### src/rtl/integer_to_ascii_radix_macros.svh
// ----------------------------------------------------------------------------
// Assertion macros for the integer to ASCII radix converter
// Implication and never-true checks that compile away in synthesis.
// ----------------------------------------------------------------------------
`ifndef INTEGER_TO_ASCII_RADIX_MACROS_SVH
`define INTEGER_TO_ASCII_RADIX_MACROS_SVH

`ifndef SYNTHESIS
`define ITAR_ASSERT_IMPL(label, ante, cons, msg) \
  label: assert property (@(posedge clk) disable iff (!rst_n) (ante) |-> (cons)) \
    else $error(msg);
`define ITAR_ASSERT_NEVER(label, cond, msg) \
  label: assert property (@(posedge clk) disable iff (!rst_n) !(cond)) \
    else $error(msg);
`else
`define ITAR_ASSERT_IMPL(label, ante, cons, msg)
`define ITAR_ASSERT_NEVER(label, cond, msg)
`endif

`endif

### src/rtl/itar_pkg.sv
// ----------------------------------------------------------------------------
// itar_pkg
// Types, constants and helper functions shared by the radix converter.
// ----------------------------------------------------------------------------
`default_nettype none

package itar_pkg;

  localparam int VALUE_W   = 64;
  localparam int RADIX_W   = 6;
  localparam int DIGIT_W   = 6;
  localparam int CHAR_W    = 8;
  // Dividend bits retired by the divider in one cycle.
  localparam int DIV_BITS  = 8;
  localparam int DIV_STEPS = VALUE_W / DIV_BITS;
  localparam int STEP_W    = $clog2(DIV_STEPS + 1);

  localparam logic [RADIX_W-1:0] RADIX_MIN   = 6'd8;
  localparam logic [RADIX_W-1:0] RADIX_MAX   = 6'd36;
  localparam logic [RADIX_W-1:0] RADIX_RESET = 6'd10;

  localparam logic [CHAR_W-1:0] CHAR_ZERO    = 8'd48;
  localparam logic [CHAR_W-1:0] CHAR_LOWER_A = 8'd97;
  localparam logic [CHAR_W-1:0] CHAR_MINUS   = 8'h2D;

  typedef struct packed {
    logic [VALUE_W-1:0] value;
    logic               kind;
  } in_t;

  typedef struct packed {
    logic [CHAR_W-1:0] character;
    logic              last;
  } out_t;

  typedef struct packed {
    logic               start;
    logic [VALUE_W-1:0] dividend;
    logic [RADIX_W-1:0] divisor;
  } div_req_t;

  typedef struct packed {
    logic               done;
    logic [VALUE_W-1:0] quotient;
    logic [DIGIT_W-1:0] remainder;
  } div_rsp_t;

  typedef enum logic [2:0] {
    ST_IDLE,
    ST_CHECK,
    ST_DIV,
    ST_SIGN,
    ST_READ,
    ST_LOAD
  } state_t;

  function automatic logic [RADIX_W-1:0] clamp_radix(input logic [RADIX_W-1:0] r);
    logic [RADIX_W-1:0] res;
    if (r < RADIX_MIN) begin
      res = RADIX_MIN;
    end else if (r > RADIX_MAX) begin
      res = RADIX_MAX;
    end else begin
      res = r;
    end
    return res;
  endfunction

  function automatic logic [CHAR_W-1:0] digit_char(input logic [DIGIT_W-1:0] d);
    logic [CHAR_W-1:0] res;
    if (d >= 6'd10) begin
      res = CHAR_LOWER_A + {2'b00, d} - 8'd10;
    end else begin
      res = CHAR_ZERO + {2'b00, d};
    end
    return res;
  endfunction

endpackage

`default_nettype wire

### src/rtl/itar_divider.sv
// ----------------------------------------------------------------------------
// itar_divider
// Iterative 64-bit by 6-bit restoring divider, several quotient bits a cycle.
// ----------------------------------------------------------------------------
`default_nettype none

module itar_divider
  import itar_pkg::*;
(
  input  wire logic     clk,
  input  wire logic     rst_n,
  input  wire div_req_t req,
  output div_rsp_t      rsp
);

  logic [VALUE_W-1:0] quo_r, quo_nxt;
  logic [DIGIT_W-1:0] rem_r, rem_nxt;
  logic [RADIX_W-1:0] dvs_r;
  logic [STEP_W-1:0]  cnt_r, cnt_nxt;
  logic               busy_r, busy_nxt;
  logic               done_r, done_nxt;

  // One step: shift the top dividend bits into the partial remainder,
  // subtracting the divisor whenever it fits.
  always_comb begin
    logic [DIGIT_W:0]    part;
    logic [DIGIT_W-1:0]  rem_v;
    logic [DIV_BITS-1:0] qbits;
    rem_v = rem_r;
    qbits = '0;
    for (int i = 0; i < DIV_BITS; i++) begin
      part = {rem_v, quo_r[VALUE_W-1-i]};
      if (part >= {1'b0, dvs_r}) begin
        part = part - {1'b0, dvs_r};
        qbits[DIV_BITS-1-i] = 1'b1;
      end
      rem_v = part[DIGIT_W-1:0];
    end

    quo_nxt  = quo_r;
    rem_nxt  = rem_r;
    cnt_nxt  = cnt_r;
    busy_nxt = busy_r;
    done_nxt = 1'b0;
    if (req.start) begin
      quo_nxt  = req.dividend;
      rem_nxt  = '0;
      cnt_nxt  = STEP_W'(DIV_STEPS);
      busy_nxt = 1'b1;
    end else if (busy_r) begin
      quo_nxt = {quo_r[VALUE_W-DIV_BITS-1:0], qbits};
      rem_nxt = rem_v;
      cnt_nxt = cnt_r - STEP_W'(1);
      if (cnt_r == STEP_W'(1)) begin
        busy_nxt = 1'b0;
        done_nxt = 1'b1;
      end
    end
  end

  always_ff @(posedge clk) begin
    if (!rst_n) begin
      busy_r <= 1'b0;
      done_r <= 1'b0;
      cnt_r  <= '0;
    end else begin
      busy_r <= busy_nxt;
      done_r <= done_nxt;
      cnt_r  <= cnt_nxt;
    end
  end

  always_ff @(posedge clk) begin
    quo_r <= quo_nxt;
    rem_r <= rem_nxt;
    if (req.start) begin
      dvs_r <= req.divisor;
    end
  end

  assign rsp.done      = done_r;
  assign rsp.quotient  = quo_r;
  assign rsp.remainder = rem_r;

endmodule

`default_nettype wire

### src/rtl/itar_digit_ram.sv
// ----------------------------------------------------------------------------
// itar_digit_ram
// Digit buffer: one write port, one read port with registered read data.
// ----------------------------------------------------------------------------
`default_nettype none

module itar_digit_ram
  import itar_pkg::*;
#(
  parameter int DEPTH  = 22,
  parameter int ADDR_W = $clog2(DEPTH)
) (
  input  wire logic               clk,
  input  wire logic               wr_en,
  input  wire logic [ADDR_W-1:0]  wr_addr,
  input  wire logic [DIGIT_W-1:0] wr_data,
  input  wire logic               rd_en,
  input  wire logic [ADDR_W-1:0]  rd_addr,
  output      logic [DIGIT_W-1:0] rd_data
);

  logic [DIGIT_W-1:0] mem [DEPTH];

  always_ff @(posedge clk) begin
    if (wr_en) begin
      mem[wr_addr] <= wr_data;
    end
  end

  always_ff @(posedge clk) begin
    if (rd_en) begin
      rd_data <= mem[rd_addr];
    end
  end

endmodule

`default_nettype wire

### src/rtl/integer_to_ascii_radix.sv
// ----------------------------------------------------------------------------
// integer_to_ascii_radix
// Converts one 64-bit integer, unsigned or signed, into ASCII text in the
// radix held in the configuration register (values below 8 act as 8, above
// 36 as 36). Characters leave most significant first, a '-' leads negative
// signed values, zero gives "0", and last marks the final character. One
// transaction is handled at a time and in_stall stays high until its text is
// generated. Each digit is computed by the shared divider, which retires
// eight dividend bits per cycle, and each character is then read through
// the digit buffer read port in ST_READ and loaded into the output
// register in ST_LOAD, which waits while the output side stalls.
// ----------------------------------------------------------------------------
`default_nettype none
`include "integer_to_ascii_radix_macros.svh"

module integer_to_ascii_radix
  import itar_pkg::*;
#(
  parameter int MAX_DIGITS = 22
) (
  input  wire logic               clk,
  input  wire logic               rst_n,
  input  wire logic               in_valid,
  output      logic               in_stall,
  input  wire in_t                in_data,
  output      logic               out_valid,
  input  wire logic               out_stall,
  output      out_t               out_data,
  input  wire logic               cfg_valid,
  output      logic               cfg_ready,
  input  wire logic [RADIX_W-1:0] cfg_data
);

  localparam int CNT_W  = $clog2(MAX_DIGITS + 1);
  localparam int ADDR_W = $clog2(MAX_DIGITS);

  state_t             state_r, state_nxt;
  logic [RADIX_W-1:0] radix_r;
  logic [VALUE_W-1:0] quot_r, quot_nxt;
  logic [CNT_W-1:0]   count_r, count_nxt;
  logic               neg_r, neg_nxt;
  logic               out_valid_r, out_valid_nxt;
  out_t               out_data_r, out_data_nxt;

  div_req_t           div_req;
  div_rsp_t           div_rsp;

  logic               mem_we;
  logic [ADDR_W-1:0]  mem_waddr;
  logic [DIGIT_W-1:0] mem_wdata;
  logic               mem_re;
  logic [ADDR_W-1:0]  mem_raddr;
  logic [DIGIT_W-1:0] mem_rdata;

  logic               in_accept;
  logic               out_free;
  logic               out_load;
  logic               more_digits;
  logic [CNT_W-1:0]   count_m1;
  logic [VALUE_W-1:0] magnitude;
  logic               in_neg;

  assign in_accept   = in_valid && !in_stall;
  assign out_free    = !out_valid_r || !out_stall;
  assign more_digits = (quot_r != '0) && (count_r < CNT_W'(MAX_DIGITS));
  assign count_m1    = count_r - CNT_W'(1);
  assign in_neg      = in_data.kind && in_data.value[VALUE_W-1];
  assign magnitude   = in_neg ? (~in_data.value + VALUE_W'(1)) : in_data.value;

  itar_divider u_divider (
    .clk   (clk),
    .rst_n (rst_n),
    .req   (div_req),
    .rsp   (div_rsp)
  );

  itar_digit_ram #(
    .DEPTH  (MAX_DIGITS),
    .ADDR_W (ADDR_W)
  ) u_digit_ram (
    .clk     (clk),
    .wr_en   (mem_we),
    .wr_addr (mem_waddr),
    .wr_data (mem_wdata),
    .rd_en   (mem_re),
    .rd_addr (mem_raddr),
    .rd_data (mem_rdata)
  );

  // Next state.
  always_comb begin
    state_nxt = state_r;
    case (state_r)
      ST_IDLE: begin
        if (in_accept) begin
          state_nxt = ST_CHECK;
        end
      end
      ST_CHECK: begin
        if (more_digits) begin
          state_nxt = ST_DIV;
        end else if (neg_r) begin
          state_nxt = ST_SIGN;
        end else begin
          state_nxt = ST_READ;
        end
      end
      ST_DIV: begin
        if (div_rsp.done) begin
          state_nxt = ST_CHECK;
        end
      end
      ST_SIGN: begin
        if (out_free) begin
          state_nxt = ST_READ;
        end
      end
      ST_READ: begin
        state_nxt = ST_LOAD;
      end
      ST_LOAD: begin
        if (out_free) begin
          state_nxt = (count_r == CNT_W'(1)) ? ST_IDLE : ST_READ;
        end
      end
      default: begin
        state_nxt = ST_IDLE;
      end
    endcase
  end

  // Control outputs.
  always_comb begin
    in_stall         = 1'b1;
    div_req.start    = 1'b0;
    div_req.dividend = quot_r;
    div_req.divisor  = clamp_radix(radix_r);
    mem_we           = 1'b0;
    mem_waddr        = count_r[ADDR_W-1:0];
    mem_wdata        = div_rsp.remainder;
    mem_re           = 1'b0;
    mem_raddr        = count_m1[ADDR_W-1:0];
    out_load         = 1'b0;
    out_data_nxt     = out_data_r;
    case (state_r)
      ST_IDLE: begin
        in_stall = 1'b0;
      end
      ST_CHECK: begin
        if (more_digits) begin
          div_req.start = 1'b1;
        end else if (count_r == '0) begin
          // A zero value still spells one digit.
          mem_we    = 1'b1;
          mem_wdata = '0;
        end
      end
      ST_DIV: begin
        mem_we = div_rsp.done;
      end
      ST_SIGN: begin
        out_load               = out_free;
        out_data_nxt.character = CHAR_MINUS;
        out_data_nxt.last      = 1'b0;
      end
      ST_READ: begin
        mem_re = 1'b1;
      end
      ST_LOAD: begin
        out_load               = out_free;
        out_data_nxt.character = digit_char(mem_rdata);
        out_data_nxt.last      = (count_r == CNT_W'(1));
      end
      default: begin
        in_stall = 1'b1;
      end
    endcase
  end

  // Datapath registers of the sequencer.
  always_comb begin
    quot_nxt  = quot_r;
    count_nxt = count_r;
    neg_nxt   = neg_r;
    if (in_accept) begin
      quot_nxt  = magnitude;
      count_nxt = '0;
      neg_nxt   = in_neg;
    end else if (state_r == ST_CHECK && !more_digits && count_r == '0) begin
      count_nxt = CNT_W'(1);
    end else if (state_r == ST_DIV && div_rsp.done) begin
      quot_nxt  = div_rsp.quotient;
      count_nxt = count_r + CNT_W'(1);
    end else if (state_r == ST_LOAD && out_free) begin
      count_nxt = count_m1;
    end
  end

  always_comb begin
    if (out_load) begin
      out_valid_nxt = 1'b1;
    end else if (out_stall) begin
      out_valid_nxt = out_valid_r;
    end else begin
      out_valid_nxt = 1'b0;
    end
  end

  always_ff @(posedge clk) begin
    if (!rst_n) begin
      state_r     <= ST_IDLE;
      radix_r     <= RADIX_RESET;
      quot_r      <= '0;
      count_r     <= '0;
      neg_r       <= 1'b0;
      out_valid_r <= 1'b0;
    end else begin
      state_r     <= state_nxt;
      quot_r      <= quot_nxt;
      count_r     <= count_nxt;
      neg_r       <= neg_nxt;
      out_valid_r <= out_valid_nxt;
      if (cfg_valid && cfg_ready) begin
        radix_r <= cfg_data;
      end
    end
  end

  // A character waiting under out_stall holds until it is taken.
  always_ff @(posedge clk) begin
    if (out_load) begin
      out_data_r <= out_data_nxt;
    end
  end

  assign cfg_ready = 1'b1;
  assign out_valid = out_valid_r;
  assign out_data  = out_data_r;

  `ITAR_ASSERT_IMPL(a_div_done_in_div, div_rsp.done, state_r == ST_DIV, "stray done")
  `ITAR_ASSERT_NEVER(a_count_bound, count_r > CNT_W'(MAX_DIGITS), "digit count too high")
  `ITAR_ASSERT_NEVER(a_emit_has_digit, mem_re && count_r == '0, "read with no digit left")
  `ITAR_ASSERT_NEVER(a_write_in_range, mem_we && count_r >= CNT_W'(MAX_DIGITS), "write overflow")

endmodule

`default_nettype wire

### config.mk
export PLATFORM = sky130hd
export DESIGN_NAME = integer_to_ascii_radix
export DESIGN_NICKNAME = d
export VERILOG_FILES = /design/src/rtl/itar_pkg.sv /design/src/rtl/itar_divider.sv /design/src/rtl/itar_digit_ram.sv /design/src/rtl/integer_to_ascii_radix.sv
export VERILOG_INCLUDE_DIRS = /design/src /design/src/rtl
export SDC_FILE = /design/constraint.sdc
export NUM_CORES = 1
export LEC_CHECK = 0
export BUFFER_PORTS_ARGS = -buffer_cell sky130_fd_sc_hd__buf_4
export CAP_MARGIN = 10
export CORE_MARGIN = 3
export CORE_UTILIZATION = 60
export CTS_CLUSTER_DIAMETER = 150
export DETAILED_ROUTE_END_ITERATION = 10
export PLACE_DENSITY = 0.77
export SYNTH_ARGS = -nofsm -noshare
export SYNTH_HDL_FRONTEND = slang
export SYNTH_SLANG_ARGS = --single-unit
### constraint.sdc
create_clock -name clk -period 33.1 [get_ports clk]
set_input_delay 4.965 -clock clk [delete_from_list [all_inputs] [get_ports clk]]
set_output_delay 4.965 -clock clk [all_outputs]
set_load 0.02 [all_outputs]
==> run summary <==
The flow ran to the end, and the final reports show no timing, DRC or antenna violations. On the critical path the largest part of the delay comes from compound AO/OA/AOI/OAI gates. The placed wire-length estimate is 30760 um.

The count of nets left with antenna violations once routing finished came out at 0. The final hold violation count is 0, and the flip-flop and latch count after synthesis is 309. The die covers 0.03103 mm^2. The die width was 176.2 um. Buffers added to address setup during post-CTS repair amount to 0.

The cell sitting at the root of the clock tree is a sky130_fd_sc_hd__clkbuf_16. Setup repair after global routing left no endpoint under its margin. In this run the worst hold path is classified as reg -> reg. A synthesized cell averages 11.18 um^2. Synthesis produced 1554 cells. The area added between synthesis and finish came out at 11.08%. After the first detailed-routing iteration, the DRC count stood at 1055. The number of enable-type register cells in the synthesized netlist is 217. Global placer's final weighted congestion: 0.9332. The number of clock buffers added by TritonCTS is 31.

The antenna cell count was 0; the post-synth net total was 1700. Measured in cells, the most critical reg-to-reg path has a length of 67. The number of gates resized after CTS was 0. The initial antenna violation count was 1; the total number of placement rows was 61.

Prevailing post-synth register cell: sky130_fd_sc_hd__edfxtp_1. At the worst endpoint, the required time is 33.52 ns. The sequential area share after synthesis is 48.11%, and the number of buffer and inverter stages on the critical path is 3. The relative slew slack came out at 21.81%. STA puts the critical path data arrival time at 19.53 ns. In the layout the commonest cells are sky130_fd_sc_hd__edfxtp_1, sky130_fd_sc_hd__nand2_1, sky130_fd_sc_hd__nor2_1.

The worst path in the final design needs a cycle of 19.10 ns, including I/O delays and setup. The clock-pin slew on the worst setup and hold paths came out at 0.06 ns. The tools report the maximum frequency from static timing analysis as 52.35 MHz. The tools report the netlist area before placement as 0.01737 mm^2. In the detailed route, the total length drawn on met2 is 21170 um.

The deepest level of the CTS H-tree came out at 1. In the final routed layout, each cell accounts on average for 21.80 um. For the worst-skew pair, the clock arrives at the later sink with an insertion delay of 0.57 ns. In this run, placement finished with an instance count of 1951.

Counting flops with an async set or reset pin after synthesis yields a share of 0%. The final layout contains routed wiring with a total length of 43800 um. The overall routing resource usage is 28.21%, and the number of remaining DRC errors is 0. The highest metal layer carrying signal wires in the routed design is met5.

STA classifies the critical path startpoint as a flop. Following the worst setup path forward leads to its endpoint at u_divider.rem_r[3]. Measured along the y axis, the die boundary spans 176.2 um. The Yosys step of the flow raised 0 warnings. The startpoint identified for the worst register-to-register timing path is u_divider.dvs_r[1]. The first global-routing pass estimated 69810 um of wire. The number of buffers added on ports came out at 86. Wire segments on met3 add up to 2589 um in the final route. The master of the slowest instance on the critical path was sky130_fd_sc_hd__edfxtp_1. In this run, distinct cell masters in the synthesized netlist total 81. At the pin with the least slew margin, the transition time is 1.170 ns. For the number of global-route vias before repair, the log shows 12670. TritonCTS built the clock tree.

Cells with a size suffix above 1 make up 17.17% of the layout. The total area inside the core boundary comes to 0.02816 mm^2. Number of slew-limit violations in the final report: 0. The sum of routed wire segments on met1 is 18600 um. The register-to-register path setup slack is 14.00 ns. Cell repeated most along the worst path: sky130_fd_sc_hd__ha_1.

For the number of maximum-capacitance violations, the log shows 0. Capture point of the worst reg-to-reg path: u_divider.rem_r[3]. The maximum fanout along the worst path was 13. For this run, the slowest stage of the critical path takes 0.71 ns.

For this configuration, the core starts out at a cell density of 61.68%. Counting buffers and inverters, the worst setup path is 67 cells deep. The setup path with the least slack is of type reg -> reg.

Using the TritonRoute via totals, the vias-per-cell ratio works out to 6.333. For the overall via count from detail_route, the log shows 12720. The final layout contains 1752 nets. For the number of iterations in the first detailed-routing pass, the log shows 5. Clock skew on the completed layout was measured at 0.01389 ns. The run gives 0 as the residual overflow from global routing. Adding up every negative setup slack in the final design gives 0 ns. The maximum number of pins on one net before global-route repair is 93. In this run the deepest clock path goes through 3 buffers. STA classifies the critical path endpoint as a flop.

In this run, post-CTS hold repair placed 0 buffers. In this run the worst setup path begins at u_divider.dvs_r[1]. Once layout is complete, the cells apart from fillers number 2009.

The final critical path takes up 57.71% of the cycle. The run gives 309 as the count of clock tree sinks. 88 I/O pins were placed.

Setup violations remaining at the end of the flow were counted as 0. Leaving out fill and tap cells, the most frequent cell in the layout is sky130_fd_sc_hd__edfxtp_1.
-- cells in the mapped netlist, drive strengths merged (35+ instances only) --
library cell | number | share of area, %
a21oi | 68 | 2.0
and2 | 39 | 1.4
inv | 51 | 1.1
nor2 | 98 | 2.1
mux2 | 70 | 4.5
ha | 62 | 4.5
nand2 | 141 | 3.0
mux4 | 36 | 4.7
dfxtp | 92 | 11
nand3 | 42 | 1.2
edfxtp | 217 | 38
xnor2 | 42 | 2.1
mux2i | 35 | 2.0
o21ai | 74 | 2.1
clkbuf | 62 | 1.3
xor2 | 54 | 2.7
-- sequential cells by signal (all words and copies together), names as in the netlist --
| register | cells |
|---|---|
| u_divider.busy_r | 1 |
| out_valid | 1 |
| neg_r | 1 |
| u_divider.cnt_r | 4 |
| u_digit_ram.rd_data | 6 |
| out_data | 9 |
| u_divider.done_r | 1 |
| quot_r | 64 |
| u_divider.dvs_r | 6 |
| u_divider.rem_r | 6 |
| count_r | 5 |
| state_r | 3 |
| radix_r | 6 |
| u_digit_ram.mem | 132 |
| u_divider.quo_r | 64 |
-- cell type report --
class | instances | area [um^2]
inverters | 51 | 191.4
fillers | 2087 | 8867
repair buffers | 96 | 720.7
clock inverters | 5 | 65.06
well taps | 378 | 473.0
clock buffers | 53 | 969.7
flip-flops and latches | 309 | 8359
multi-input cells | 1117 | 8517
-- per-layer routing --
metal | vias up | global-route usage, %
met5 | - | 0
met2 | 480 | 47.21
met4 | 2 | 8.710
met3 | 90 | 3.828
met1 | 6217 | 38.58
li1 | 5933 | -
-- through the flow --
step / setup WS, ns / area (um^2) / util, % / hold WS, ns
6_report: 14.00 / 19300 / 68.51 / 0.4850
5_1_grt: 12.45 / 19300 / 68.51 / 0.5520
2_1_floorplan: 17.36 / 17370 / - / 0.4327
3_5_place_dp: 14.50 / 18260 / 64.84 / 0.4783
3_3_place_gp: 15.17 / 18260 / 64.84 / 0.4704
4_1_cts: 14.50 / 19300 / 68.51 / 0.4940
-- kinds of logic (layout without fill, tap and decap cells) --
| family | after synthesis | count (layout) | synth area share, % |
|---|---|---|---|
| mux | 141 | 141 | 11.22 |
| xor+xnor | 96 | 96 | 4.840 |
| other cells | 1 | 1 | 0.02159 |
| flops | 309 | 309 | 48.11 |
| fa+ha+maj | 70 | 70 | 5.387 |
| simple gates | 467 | 467 | 13.38 |
| compound gates | 342 | 342 | 14.03 |
| buf+inv | 128 | 205 | 3.011 |
-- worst register-to-register path, delay by kind of cell, from the launching register on --
family          cells  cell delay (ns)
fa+ha+maj           8             2.61
flops               1             0.71
buf+inv             3             0.63
mux                 1             0.31
simple gates       17             4.87
compound gates     38             9.84
-- how the worst min path moves through the flow --
stage / startpoint / to / slack [ns] / depth (start not counted)
floorplan: radix_r[1] / radix_r[1] / 0.43 / 2
global placement: radix_r[1] / radix_r[1] / 0.47 / 2
detailed placement: radix_r[1] / radix_r[1] / 0.48 / 2
CTS: radix_r[1] / radix_r[1] / 0.49 / 2
global route: u_divider.cnt_r[1] / u_divider.cnt_r[1] / 0.55 / 2
finish: radix_r[1] / radix_r[1] / 0.49 / 2
Power is not shown: default switching activity piles up to over one toggle a cycle in this logic, so the estimate is an artifact.
